`src/rtl/ftcd_pkg.sv`:
```
// Package with the microcode table, codes and calendar helpers for the FILETIME date converter.
package ftcd_pkg;

  localparam int TS_W       = 64;
  localparam int REM_W      = 24;
  localparam int DIG_W      = 8;
  localparam int ACC_W      = REM_W + DIG_W;
  localparam int RCP_W      = 28;
  localparam int DAY_W      = 25;
  localparam int STEP_W     = 3;
  localparam int CNT_W      = 4;
  localparam int YEAR_OUT_W = 14;

  localparam int MAX_YEAR_DEF = 9999;
  localparam int FIRST_YEAR   = 1601;

  localparam logic [REM_W-1:0] TICKS_PER_SEC = REM_W'(10000000);
  localparam logic [REM_W-1:0] SIXTY         = REM_W'(60);
  localparam logic [REM_W-1:0] HOURS_PER_DAY = REM_W'(24);

  // Each reciprocal is two to the power ACC_W over its divisor, rounded down.
  localparam logic [RCP_W-1:0] RCP_TICK = RCP_W'((64'd1 << ACC_W) / 64'd10000000);
  localparam logic [RCP_W-1:0] RCP_60   = RCP_W'((64'd1 << ACC_W) / 64'd60);
  localparam logic [RCP_W-1:0] RCP_24   = RCP_W'((64'd1 << ACC_W) / 64'd24);

  // Micro-operations.
  localparam logic [2:0] OP_DIV   = 3'd0;
  localparam logic [2:0] OP_INIT  = 3'd1;
  localparam logic [2:0] OP_YEAR  = 3'd2;
  localparam logic [2:0] OP_MONTH = 3'd3;
  localparam logic [2:0] OP_DONE  = 3'd4;

  // Divisor selects.
  localparam logic [1:0] DSEL_TICK = 2'd0;
  localparam logic [1:0] DSEL_60   = 2'd1;
  localparam logic [1:0] DSEL_24   = 2'd2;

  // Remainder destinations.
  localparam logic [1:0] DST_NONE = 2'd0;
  localparam logic [1:0] DST_SEC  = 2'd1;
  localparam logic [1:0] DST_MIN  = 2'd2;
  localparam logic [1:0] DST_HR   = 2'd3;

  // Program steps.
  localparam logic [STEP_W-1:0] STEP_TICKS = 3'd0;
  localparam logic [STEP_W-1:0] STEP_SECS  = 3'd1;
  localparam logic [STEP_W-1:0] STEP_MINS  = 3'd2;
  localparam logic [STEP_W-1:0] STEP_HRS   = 3'd3;
  localparam logic [STEP_W-1:0] STEP_INIT  = 3'd4;
  localparam logic [STEP_W-1:0] STEP_YEAR  = 3'd5;
  localparam logic [STEP_W-1:0] STEP_MONTH = 3'd6;
  localparam logic [STEP_W-1:0] STEP_DONE  = 3'd7;

  typedef struct packed {
    logic [2:0]        op;
    logic [1:0]        dsel;
    logic [1:0]        dst;
    logic [STEP_W-1:0] nxt;
    logic [STEP_W-1:0] alt;
  } ctl_word_t;

  function automatic ctl_word_t ctl_rom(input logic [STEP_W-1:0] step);
    ctl_word_t w;
    w = '0;
    unique case (step)
      STEP_TICKS: w = '{OP_DIV,   DSEL_TICK, DST_NONE, STEP_SECS,  STEP_SECS};
      STEP_SECS:  w = '{OP_DIV,   DSEL_60,   DST_SEC,  STEP_MINS,  STEP_MINS};
      STEP_MINS:  w = '{OP_DIV,   DSEL_60,   DST_MIN,  STEP_HRS,   STEP_HRS};
      STEP_HRS:   w = '{OP_DIV,   DSEL_24,   DST_HR,   STEP_INIT,  STEP_INIT};
      STEP_INIT:  w = '{OP_INIT,  DSEL_TICK, DST_NONE, STEP_YEAR,  STEP_YEAR};
      STEP_YEAR:  w = '{OP_YEAR,  DSEL_TICK, DST_NONE, STEP_MONTH, STEP_DONE};
      STEP_MONTH: w = '{OP_MONTH, DSEL_TICK, DST_NONE, STEP_DONE,  STEP_DONE};
      STEP_DONE:  w = '{OP_DONE,  DSEL_TICK, DST_NONE, STEP_TICKS, STEP_TICKS};
      default:    w = '0;
    endcase
    return w;
  endfunction

  function automatic logic [REM_W-1:0] divisor(input logic [1:0] dsel);
    logic [REM_W-1:0] d;
    d = TICKS_PER_SEC;
    unique case (dsel)
      DSEL_TICK: d = TICKS_PER_SEC;
      DSEL_60:   d = SIXTY;
      DSEL_24:   d = HOURS_PER_DAY;
      default:   d = TICKS_PER_SEC;
    endcase
    return d;
  endfunction

  function automatic logic [RCP_W-1:0] recip(input logic [1:0] dsel);
    logic [RCP_W-1:0] r;
    r = RCP_TICK;
    unique case (dsel)
      DSEL_TICK: r = RCP_TICK;
      DSEL_60:   r = RCP_60;
      DSEL_24:   r = RCP_24;
      default:   r = RCP_TICK;
    endcase
    return r;
  endfunction

  function automatic logic [4:0] month_len(input logic [3:0] m, input logic leap);
    logic [4:0] len;
    len = 5'd31;
    case (m) inside
      4'd2:                    len = leap ? 5'd29 : 5'd28;
      4'd4, 4'd6, 4'd9, 4'd11: len = 5'd30;
      default:                 len = 5'd31;
    endcase
    return len;
  endfunction

endpackage

```
`src/rtl/filetime_to_calendar_date.sv`:
```
// Converts a FILETIME tick count into a Gregorian date and time of day.
//
// Pulse start for one cycle while busy is low; in_timestamp is taken at that
// edge. The block then raises busy and runs a short microprogram: four
// divisions by constants (ten million, 60, 60 and 24) that take the dividend
// a byte at a time, estimating each quotient byte by a reciprocal multiply and
// correcting it in the next cycle; one setup step; a year walk that tests one
// year per cycle; a month walk that tests one month per cycle, skipped when
// the date lies beyond the maximum year; and a finish step. The result
// appears on the out_ ports for exactly one cycle with out_valid high, at the
// same edge that busy falls, so the next start may follow at once; a new word
// is taken only once the result of the last has been shown. The receiver
// cannot stall the block. When the date lies beyond the maximum year,
// out_year_error is high and year, month and day read zero; hour, minute and
// second stay valid. Reset clears busy and out_valid; no item is in flight
// after reset.
module filetime_to_calendar_date
  import ftcd_pkg::*;
#(
  parameter int MAX_YEAR = MAX_YEAR_DEF
) (
  input  logic                  clk,
  input  logic                  rst_n,
  input  logic                  start,
  output logic                  busy,
  input  logic [TS_W-1:0]       in_timestamp,
  output logic                  out_valid,
  output logic [YEAR_OUT_W-1:0] out_year,
  output logic [3:0]            out_month,
  output logic [4:0]            out_day,
  output logic [4:0]            out_hour,
  output logic [5:0]            out_minute,
  output logic [5:0]            out_second,
  output logic                  out_year_error
);

  localparam int YW = $clog2(MAX_YEAR + 2);

  logic                  busy_r, busy_nxt;
  logic [STEP_W-1:0]     pc_r, pc_nxt;
  logic [CNT_W-1:0]      cnt_r, cnt_nxt;
  logic [TS_W-1:0]       dvd_r, dvd_nxt;
  logic [REM_W-1:0]      rem_r, rem_nxt;
  logic [DIG_W-1:0]      est_r, est_nxt;
  logic [DAY_W-1:0]      days_r, days_nxt;
  logic [YW-1:0]         year_r, year_nxt;
  logic [6:0]            c100_r, c100_nxt;
  logic [1:0]            q4_r, q4_nxt;
  logic [3:0]            month_r, month_nxt;
  logic [5:0]            sec_r, sec_nxt;
  logic [5:0]            min_r, min_nxt;
  logic [4:0]            hr_r, hr_nxt;
  logic                  err_r, err_nxt;
  logic                  out_valid_r, out_valid_nxt;
  logic [YEAR_OUT_W-1:0] out_year_r, out_year_nxt;
  logic [3:0]            out_month_r, out_month_nxt;
  logic [4:0]            out_day_r, out_day_nxt;
  logic [4:0]            out_hour_r, out_hour_nxt;
  logic [5:0]            out_minute_r, out_minute_nxt;
  logic [5:0]            out_second_r, out_second_nxt;
  logic                  out_err_r, out_err_nxt;

  ctl_word_t              cw;
  logic [REM_W-1:0]       dv;
  logic [RCP_W-1:0]       rcp;
  logic [ACC_W-1:0]       acc;
  logic [ACC_W+RCP_W-1:0] est_prod;
  logic [ACC_W-1:0]       prod;
  logic [ACC_W-1:0]       diff;
  logic                   fix;
  logic [REM_W-1:0]       rem_fix;
  logic [DIG_W-1:0]       digit;
  logic                   leap;
  logic [8:0]             ylen;
  logic [4:0]             mlen;
  logic [YW:0]            year_inc;

  assign cw       = ctl_rom(pc_r);
  assign dv       = divisor(cw.dsel);
  assign rcp      = recip(cw.dsel);
  assign acc      = {rem_r, dvd_r[TS_W-1 -: DIG_W]};
  assign est_prod = (ACC_W+RCP_W)'(acc) * (ACC_W+RCP_W)'(rcp);
  assign prod     = ACC_W'(est_r) * ACC_W'(dv);
  assign diff     = acc - prod;
  assign fix      = diff >= ACC_W'(dv);
  assign rem_fix  = fix ? REM_W'(diff - ACC_W'(dv)) : REM_W'(diff);
  assign digit    = est_r + DIG_W'(fix);

  assign leap     = ((year_r[1:0] == 2'd0) && (c100_r != 7'd0)) ||
                    ((c100_r == 7'd0) && (q4_r == 2'd0));
  assign ylen     = leap ? 9'd366 : 9'd365;
  assign mlen     = month_len(month_r, leap);
  assign year_inc = {1'b0, year_r} + (YW+1)'(1);

  always_comb begin
    busy_nxt       = busy_r;
    pc_nxt         = pc_r;
    cnt_nxt        = cnt_r;
    dvd_nxt        = dvd_r;
    rem_nxt        = rem_r;
    est_nxt        = est_r;
    days_nxt       = days_r;
    year_nxt       = year_r;
    c100_nxt       = c100_r;
    q4_nxt         = q4_r;
    month_nxt      = month_r;
    sec_nxt        = sec_r;
    min_nxt        = min_r;
    hr_nxt         = hr_r;
    err_nxt        = err_r;
    out_valid_nxt  = 1'b0;
    out_year_nxt   = out_year_r;
    out_month_nxt  = out_month_r;
    out_day_nxt    = out_day_r;
    out_hour_nxt   = out_hour_r;
    out_minute_nxt = out_minute_r;
    out_second_nxt = out_second_r;
    out_err_nxt    = out_err_r;

    if (!busy_r) begin
      if (start) begin
        busy_nxt = 1'b1;
        pc_nxt   = STEP_TICKS;
        cnt_nxt  = '0;
        dvd_nxt  = in_timestamp;
        rem_nxt  = '0;
        err_nxt  = 1'b0;
      end
    end else begin
      unique case (cw.op)
        OP_DIV: begin
          cnt_nxt = cnt_r + CNT_W'(1);
          if (!cnt_r[0]) begin
            est_nxt = est_prod[ACC_W +: DIG_W];
          end else begin
            dvd_nxt = {dvd_r[TS_W-DIG_W-1:0], digit};
            rem_nxt = rem_fix;
            if (cnt_r == '1) begin
              rem_nxt = '0;
              pc_nxt  = cw.nxt;
              unique case (cw.dst)
                DST_NONE: ;
                DST_SEC:  sec_nxt = rem_fix[5:0];
                DST_MIN:  min_nxt = rem_fix[5:0];
                DST_HR:   hr_nxt  = rem_fix[4:0];
                default:  ;
              endcase
            end
          end
        end
        OP_INIT: begin
          days_nxt  = dvd_r[DAY_W-1:0] + DAY_W'(1);
          year_nxt  = YW'(FIRST_YEAR);
          c100_nxt  = 7'(FIRST_YEAR % 100);
          q4_nxt    = 2'((FIRST_YEAR / 100) % 4);
          month_nxt = 4'd1;
          pc_nxt    = cw.nxt;
        end
        OP_YEAR: begin
          if (days_r <= DAY_W'(ylen)) begin
            pc_nxt = cw.nxt;
          end else begin
            days_nxt = days_r - DAY_W'(ylen);
            if (year_inc > (YW+1)'(MAX_YEAR)) begin
              err_nxt = 1'b1;
              pc_nxt  = cw.alt;
            end else begin
              year_nxt = year_inc[YW-1:0];
              if (c100_r == 7'd99) begin
                c100_nxt = '0;
                q4_nxt   = q4_r + 2'd1;
              end else begin
                c100_nxt = c100_r + 7'd1;
              end
            end
          end
        end
        OP_MONTH: begin
          if ((month_r == 4'd12) || (days_r <= DAY_W'(mlen))) begin
            pc_nxt = cw.nxt;
          end else begin
            days_nxt  = days_r - DAY_W'(mlen);
            month_nxt = month_r + 4'd1;
          end
        end
        OP_DONE: begin
          busy_nxt       = 1'b0;
          pc_nxt         = cw.nxt;
          out_valid_nxt  = 1'b1;
          out_year_nxt   = err_r ? '0 : YEAR_OUT_W'(year_r);
          out_month_nxt  = err_r ? '0 : month_r;
          out_day_nxt    = err_r ? '0 : days_r[4:0];
          out_hour_nxt   = hr_r;
          out_minute_nxt = min_r;
          out_second_nxt = sec_r;
          out_err_nxt    = err_r;
        end
        default: begin
          busy_nxt = 1'b0;
          pc_nxt   = STEP_TICKS;
        end
      endcase
    end
  end

  always_ff @(posedge clk) begin
    if (!rst_n) begin
      busy_r      <= 1'b0;
      pc_r        <= STEP_TICKS;
      cnt_r       <= '0;
      err_r       <= 1'b0;
      out_valid_r <= 1'b0;
    end else begin
      busy_r      <= busy_nxt;
      pc_r        <= pc_nxt;
      cnt_r       <= cnt_nxt;
      err_r       <= err_nxt;
      out_valid_r <= out_valid_nxt;
    end
  end

  always_ff @(posedge clk) begin
    dvd_r        <= dvd_nxt;
    rem_r        <= rem_nxt;
    est_r        <= est_nxt;
    days_r       <= days_nxt;
    year_r       <= year_nxt;
    c100_r       <= c100_nxt;
    q4_r         <= q4_nxt;
    month_r      <= month_nxt;
    sec_r        <= sec_nxt;
    min_r        <= min_nxt;
    hr_r         <= hr_nxt;
    out_year_r   <= out_year_nxt;
    out_month_r  <= out_month_nxt;
    out_day_r    <= out_day_nxt;
    out_hour_r   <= out_hour_nxt;
    out_minute_r <= out_minute_nxt;
    out_second_r <= out_second_nxt;
    out_err_r    <= out_err_nxt;
  end

  assign busy           = busy_r;
  assign out_valid      = out_valid_r;
  assign out_year       = out_year_r;
  assign out_month      = out_month_r;
  assign out_day        = out_day_r;
  assign out_hour       = out_hour_r;
  assign out_minute     = out_minute_r;
  assign out_second     = out_second_r;
  assign out_year_error = out_err_r;

`ifndef SYNTHESIS
  // A result word is only shown once the sequencer has returned to idle.
  a_valid_idle: assert property (@(posedge clk) disable iff (!rst_n)
    out_valid_r |-> !busy_r)
    else $error("result strobe while busy");

  // An accepted word starts the program at its first step.
  a_start_step: assert property (@(posedge clk) disable iff (!rst_n)
    (start && !busy_r) |=> (busy_r && pc_r == STEP_TICKS && cnt_r == '0))
    else $error("program did not start at first step");

  // The year walk never runs past the supported maximum.
  a_year_bound: assert property (@(posedge clk) disable iff (!rst_n)
    (busy_r && pc_r == STEP_YEAR) |-> (year_r <= YW'(MAX_YEAR)))
    else $error("year walk beyond maximum");

  // A valid date always has a month from 1 to 12 and a nonzero day.
  a_date_range: assert property (@(posedge clk) disable iff (!rst_n)
    (out_valid_r && !out_err_r) |->
      (out_month_r >= 4'd1 && out_month_r <= 4'd12 && out_day_r != 5'd0))
    else $error("date fields out of range");
`endif

endmodule

```
`config.mk`:
```
export PLATFORM = sky130hd
export DESIGN_NAME = filetime_to_calendar_date
export DESIGN_NICKNAME = d
export VERILOG_FILES = /design/src/rtl/ftcd_pkg.sv /design/src/rtl/filetime_to_calendar_date.sv
export SDC_FILE = /design/constraint.sdc
export NUM_CORES = 2
export LEC_CHECK = 0
export ABC_AREA = 0
export BUFFER_PORTS_ARGS = -buffer_cell sky130_fd_sc_hd__clkbuf_2
export CAP_MARGIN = 20
export CORE_AREA = 2 2 306 308
export CTS_CLUSTER_SIZE = 20
export DETAILED_ROUTE_END_ITERATION = 16
export DIE_AREA = 0 0 308 310
export PLACE_DENSITY = 0.53
export SYNTH_ARGS = -nofsm -noshare
export SYNTH_HDL_FRONTEND = slang
export SYNTH_SLANG_ARGS = --single-unit
```
`constraint.sdc`:
```
create_clock -name clk -period 15.6 [get_ports clk]
set_clock_uncertainty 0.1 [all_clocks]
set_input_delay 2.34 -clock clk [delete_from_list [all_inputs] [get_ports clk]]
set_output_delay 2.34 -clock clk [all_outputs]
set_load 0.02 [all_outputs]
```
Yosys cells after proc, flatten, opt, wreduce, memory -nomap -nowiden
Memory sizes are Yosys's and may differ from the RTL's. A register that Yosys moved wholly into a read port is not among the register bits.
Cells that the tools add are included.
{ "word_totals": {"rom_bits": 104, "register_bits": 216, "output_inout_bits": 43, "n_memories": 1, "input_bits": 67} }
{ "op_classes": {"n_mux": 54, "n_bitwise": 1, "mul": 2, "reduce_logical": 30, "n_eq_ne": 30, "magnitude_cmp": 4, "addsub": 11} }
{ "mem_list": {"columns": ["memory", "depth", "width", "read_ports", "rd_clocked_by_memory_dff", "write_ports", "line", "text"], "rows": [
  ["(no name shown)", 8, 13, 1, 1, 0, "ftcd_pkg.sv:65", "unique case (step)"]
]} }
{ "op_table": {"columns": ["operator", "count"], "rows": [
  ["64-bit 2-to-1 mux", 4],
  ["24-bit 2-to-1 mux", 6],
  ["25-bit case mux with 3 select lines", 1],
  ["28-bit case mux with 2 select lines", 1],
  ["25-bit 2-to-1 mux", 2],
  ["24-bit case mux with 2 select lines", 1],
  ["32-bit by 28-bit multiplier with 40-bit output", 1],
  ["32-bit by 24-bit greater-or-equal comparator with 1-bit output", 1],
  ["8-bit by 24-bit multiplier with 32-bit output", 1],
  ["32-bit subtractor", 1],
  ["14-bit 2-to-1 mux", 2],
  ["14-bit case mux with 2 select lines", 1],
  ["3-bit 2-to-1 mux", 9],
  ["25-bit by 1-bit adder with 25-bit output (second input constant)", 1],
  ["25-bit by 5-bit less-or-equal comparator with 1-bit output", 1],
  ["25-bit by 9-bit less-or-equal comparator with 1-bit output", 1],
  ["5-bit AND reduction", 5],
  ["25-bit by 5-bit subtractor with 25-bit output", 1],
  ["25-bit by 9-bit subtractor with 25-bit output", 1],
  ["24-bit subtractor", 1],
  ["7-bit 2-to-1 mux", 3],
  ["4-bit == test (second input constant)", 4],
  ["4-bit 2-to-1 mux", 4],
  ["14-bit by 1-bit adder with 15-bit output (second input constant)", 1],
  ["37 further kinds", 78]
]} }

Longest topological paths before layout
{ "depth": {"word_depth": 12, "depth_mapped": 35} }

Worst setup path before layout
Ideal clock, no wire load.
{ "synth_timing": {"path_type": "reg2reg", "start": "reg cw[8] (netlist name)", "end": "reg dvd_r[7], data pin", "path_stages_with_launch": 35, "path_buffers": 2, "slack_ps": 7479, "synth_period_minus_slack_ps": 8121, "t_arrival_ps": 7751, "path_cell_list": "dfxtp_1 -> inv_1 -> ha_1 -> clkinv_1 -> buf_1 -> nand2_1 -> ha_1 -> xor2_1 -> fa_1 -> fa_1 -> inv_1 -> fa_1 -> inv_1 -> ha_1 -> buf_2 -> a21oi_1 -> o21ai_0 -> a31oi_2 -> a41o_1 -> o21ai_0 -> xor2_1 -> ha_1 -> or2_2 -> a2111oi_0 -> o21ai_0 -> nand3_1 -> nand2_1 -> nand2_1 -> or4b_2 -> ha_1 -> nand3_1 -> nor2_1 -> nand2_1 -> xor2_1 -> a21oi_1"} }
{ "synth_via": {"elab_chain_len": 9, "elab_cells_between_ends": 10} }
{ "synth_rtl": {"columns": ["element", "line", "text"], "rows": [
  ["2-bit == test / 2-bit by 1-bit == test with 1-bit output (equally long branches)", "ftcd_pkg.sv:82", "unique case (dsel)"],
  ["24-bit case mux with 2 select lines (*)", "ftcd_pkg.sv:82", null],
  ["8-bit by 24-bit multiplier with 32-bit output", "filetime_to_calendar_date.sv:83", "assign prod = ACC_W'(est_r) * ACC_W'(dv);"],
  ["32-bit subtractor", "filetime_to_calendar_date.sv:84", "assign diff = acc - prod;"],
  ["32-bit by 24-bit greater-or-equal comparator with 1-bit output (*)", "filetime_to_calendar_date.sv:85", "assign fix = diff >= ACC_W'(dv);"],
  ["8-bit by 1-bit adder with 8-bit output (*)", "filetime_to_calendar_date.sv:87", "assign digit = est_r + DIG_W'(fix);"],
  ["64-bit 2-to-1 mux (*)", "filetime_to_calendar_date.sv:133", "if (!cnt_r[0]) begin"],
  ["64-bit 2-to-1 mux (*)", "filetime_to_calendar_date.sv:130", "unique case (cw.op)"],
  ["64-bit 2-to-1 mux (*)", "filetime_to_calendar_date.sv:120", "if (!busy_r) begin"],
  ["via dvd_nxt[7]", "filetime_to_calendar_date.sv:42", "logic [TS_W-1:0] dvd_r, dvd_nxt;"],
  ["end signal, assigned", "filetime_to_calendar_date.sv:223", "dvd_r <= dvd_nxt;"],
  ["end, declared", "filetime_to_calendar_date.sv:42", null]
]} }
The timed path passes the listed nets; every way through them passes the cells marked *. The select of a mux whose other input is x is not followed.
A chain may end at the register's enable or synchronous reset.

Worst setup path in the final report
{ "layout_timing": {"start": "reg cw[8] (netlist name)", "end": "reg dvd_r[7], data pin"} }
{ "layout_via": {"elab_chain_len": 9, "elab_cells_between_ends": 10} }
{ "layout_rtl": {"columns": ["element", "line"], "rows": [
  ["2-bit == test / 2-bit by 1-bit == test with 1-bit output (equally long branches)", "ftcd_pkg.sv:82"],
  ["24-bit case mux with 2 select lines (*)", "ftcd_pkg.sv:82"],
  ["8-bit by 24-bit multiplier with 32-bit output", "filetime_to_calendar_date.sv:83"],
  ["32-bit subtractor", "filetime_to_calendar_date.sv:84"],
  ["32-bit by 24-bit greater-or-equal comparator with 1-bit output (*)", "filetime_to_calendar_date.sv:85"],
  ["8-bit by 1-bit adder with 8-bit output (*)", "filetime_to_calendar_date.sv:87"],
  ["64-bit 2-to-1 mux (*)", "filetime_to_calendar_date.sv:133"],
  ["64-bit 2-to-1 mux (*)", "filetime_to_calendar_date.sv:130"],
  ["64-bit 2-to-1 mux (*)", "filetime_to_calendar_date.sv:120"],
  ["via dvd_nxt[7]", "filetime_to_calendar_date.sv:42"]
]} }
Marks and branches as above.

==> flow_metrics.env <==
export IMPL_grt_max_degree=68
export IMPL_min_from="min_r[0]"
export IMPL_synth_edf_count=206
export IMPL_grt_pass1_wl_mm=139
export IMPL_grt_usage=0.193
export IMPL_crit_fanout=21
export IMPL_die_area_sq_um=95500
export IMPL_yosys_warnings=0
export IMPL_numCtsBuffers=27
export IMPL_globalRouteOverflowTotal=0
export IMPL_drive_gt1_frac=0.0806
export IMPL_clockBufferDepth=3
export IMPL_hold_violations=0
export IMPL_hold_end="out_minute[0]"
export IMPL_htreeDepth=1
export IMPL_initial_utilization=0.347
export IMPL_relSlewSlack=0.290
export IMPL_cts_resized=0
export IMPL_arrival_ps=9590
export IMPL_finalCritPeriodShare=0.604
export IMPL_vias=21500
export IMPL_gp_congestion=0.943
export IMPL_cts_clk_slew_worst_paths_ps=70
export IMPL_cts_tree="yes"
export IMPL_reg2reg_depth=34
export IMPL_holdBufCountCts=0
export IMPL_nets=4156
export IMPL_min_path_type="reg2reg"
export IMPL_rrSetupSlack_ps=6180
export IMPL_ios=110
export IMPL_min_path_cells=0
export IMPL_synth_async_reset_ratio=0
export IMPL_yosysUniqueCellTypes=80
export IMPL_area_growth_pct=8.95
export IMPL_r2r_start="cw[8]"
export IMPL_yosysSeqAreaShare=0.206
export IMPL_n_antenna_cell=0
export IMPL_critical_path_class="reg2reg"
export IMPL_core_sq_um=92500
export IMPL_cts_sinks=227
export IMPL_fin_crit_ps=9420
export IMPL_antenna_found_initial=4
export IMPL_crit_required_ps=15770
export IMPL_rr_endpoint="dvd_r[7]"
export IMPL_critPathLaunchType="register"
export IMPL_fp_row_count=112
export IMPL_fmax_mhz=106
export IMPL_syn_avg_cell_area_sq_um=10.3
export IMPL_place_hpwl_mm=77.7
export IMPL_drc=0
export IMPL_clock_latency_ps=570
export IMPL_ys_flop_type="edfxtp_1"
export IMPL_firstDrtPassIters=5
export IMPL_post_cts_buffers=0
export IMPL_port_buffers=109
export IMPL_wl_mm=89.9
export IMPL_ys_ff_latch=227
export IMPL_slowest_delay_ps=730
export IMPL_end_kind="register"
export IMPL_cpMostUsedCell="inv_1"
export IMPL_rsz0062_at_grt="false"
export IMPL_wl_per_cell_um=20.3
export IMPL_vias_per_cell=4.86
export IMPL_clockRootBuffer="clkbuf_16"
export IMPL_status="finished, final reports clean"
export IMPL_die_y_um=310
export IMPL_grt_pass1_vias=22700
export IMPL_drv_slew=0
export IMPL_drv_cap=0
export IMPL_ant_nets=0
export IMPL_syn_num_nets=4069
export IMPL_setup_viol=0
export IMPL_tightestPinTransition_ps=1060
export IMPL_die_w_um=308
export IMPL_tns_ps=0
export IMPL_syn_cell_area_sq_um=32100
export IMPL_drt_iter0_markers=1523
export IMPL_synth_cells=3118
export IMPL_critical_path_slowest_cell="or4b_2"
-- Yosys cell counts (24+ instances only) --
library cell,number,area share
xor2_1,44,0.012
nand3_1,53,0.0083
inv_1,725,0.085
nor2_1,169,0.020
clkbuf_1,57,0.0067
nand2b_1,67,0.013
and3_1,35,0.0068
mux2_2,62,0.022
nor2b_1,36,0.0070
a21oi_1,102,0.016
fa_1,532,0.33
and2_1,52,0.010
ha_1,352,0.14
o21ai_0,73,0.011
a21o_1,24,0.0056
nand2_1,183,0.021
edfxtp_1,206,0.19
xnor2_1,92,0.025
-- worst max-delay path: cells and delay by family, from the launching register on --
| kind | cells | cell delay [ps] |
|---|---|---|
| adders and majority gates | 8 | 3320 |
| AOI/OAI and AO/OA | 9 | 2180 |
| and+or+nand+nor | 8 | 1460 |
| buffers and inverters | 7 | 1330 |
| xor gates and xnor gates | 2 | 370 |
| DFF | 1 | 360 |
-- cells by family after synthesis --
logic type / Yosys count / synth area share
compound gates: 314 / 0.0629
xor+xnor: 136 / 0.0371
simple gates: 688 / 0.106
flops: 227 / 0.206
mux: 77 / 0.0267
buf+inv: 792 / 0.0929
fa+ha+maj: 884 / 0.469
-- cells in the final DEF, fill, tap and decap left out, types with 6 or more instances in the layout --
cell,count
nand3_1,53
mux2i_1,13
a21o_1,24
nand2_1,182
nor2_1,169
or4_1,8
nand2b_1,67
fa_1,532
o211ai_1,15
and3_1,34
o21a_1,11
mux2_2,62
nand4_1,17
and2_1,52
a21oi_1,101
nor3_1,23
xnor2_1,92
nor2b_1,36
or3_1,12
buf_4,12
edfxtp_1,206
clkbuf_16,29
o21ai_0,73
dfxtp_1,20
xor2_1,44
a211oi_1,8
a31oi_1,11
clkinv_2,6
ha_1,352
inv_1,725
o31ai_1,7
clkbuf_2,109
-- routing by layer --
metal	wire, um	vias up	global-route usage
met1	41600	10800	0.273
met2	42700	472	0.325
met4	2040	0	0.0415
met5	0	-	0
li1	-	10100	-
met3	3440	89	0.0149
-- layout make-up --
cell class	count	area [sq um]
Clock inverter	13	133
Tap cell	1197	1500
Inverter	727	2730
Fill cell	9263	57500
Timing Repair Buffer	123	662
Clock buffer	37	806
Sequential cell	227	6610
Multi-Input combinational cell	2099	22500
-- worst max-delay path by stage --
stage	depth (start not counted)	from	to	slack, ps
after floorplan	34	cw[8]	dvd_r[7]	7480
after CTS	34	cw[8]	dvd_r[7]	6190
after detailed placement	34	cw[8]	dvd_r[7]	6290
after global placement	34	cw[8]	dvd_r[7]	6500
final	34	cw[8]	dvd_r[7]	6180
after global routing	34	cw[8]	dvd_r[7]	5540
-- flip-flops by register name (all words and copies together) (netlist names), 2 cells and up --
signal      flops
hr_r            5
rem_r          24
month_r         4
dvd_r          64
out_second      6
out_day         5
est_r           8
out_month       4
out_hour        5
out_year       14
days_r         25
q4_r            2
sec_r           6
c100_r          7
min_r           6
cnt_r           4
year_r         14
cw             11
pc_r            3
out_minute      6
-- per-stage QoR --
step | utilization | cells | area (sq um) | setup slack, ps | hold slack [ps]
after CTS | 0.378 | 4422 | 35000 | 6190 | 297
after detailed placement | 0.368 | 4372 | 34000 | 6290 | 305
after floorplan | - | 3118 | 32100 | 7480 | 300
after global placement | 0.368 | 4371 | 34000 | 6500 | 305
after global routing | 0.378 | 4423 | 35000 | 5540 | 304
final | 0.378 | 4423 | 35000 | 6180 | 303
Power is left out: the tool's default activity adds up to more than one toggle a clock period on the data nets, which glitch-free logic cannot reach.
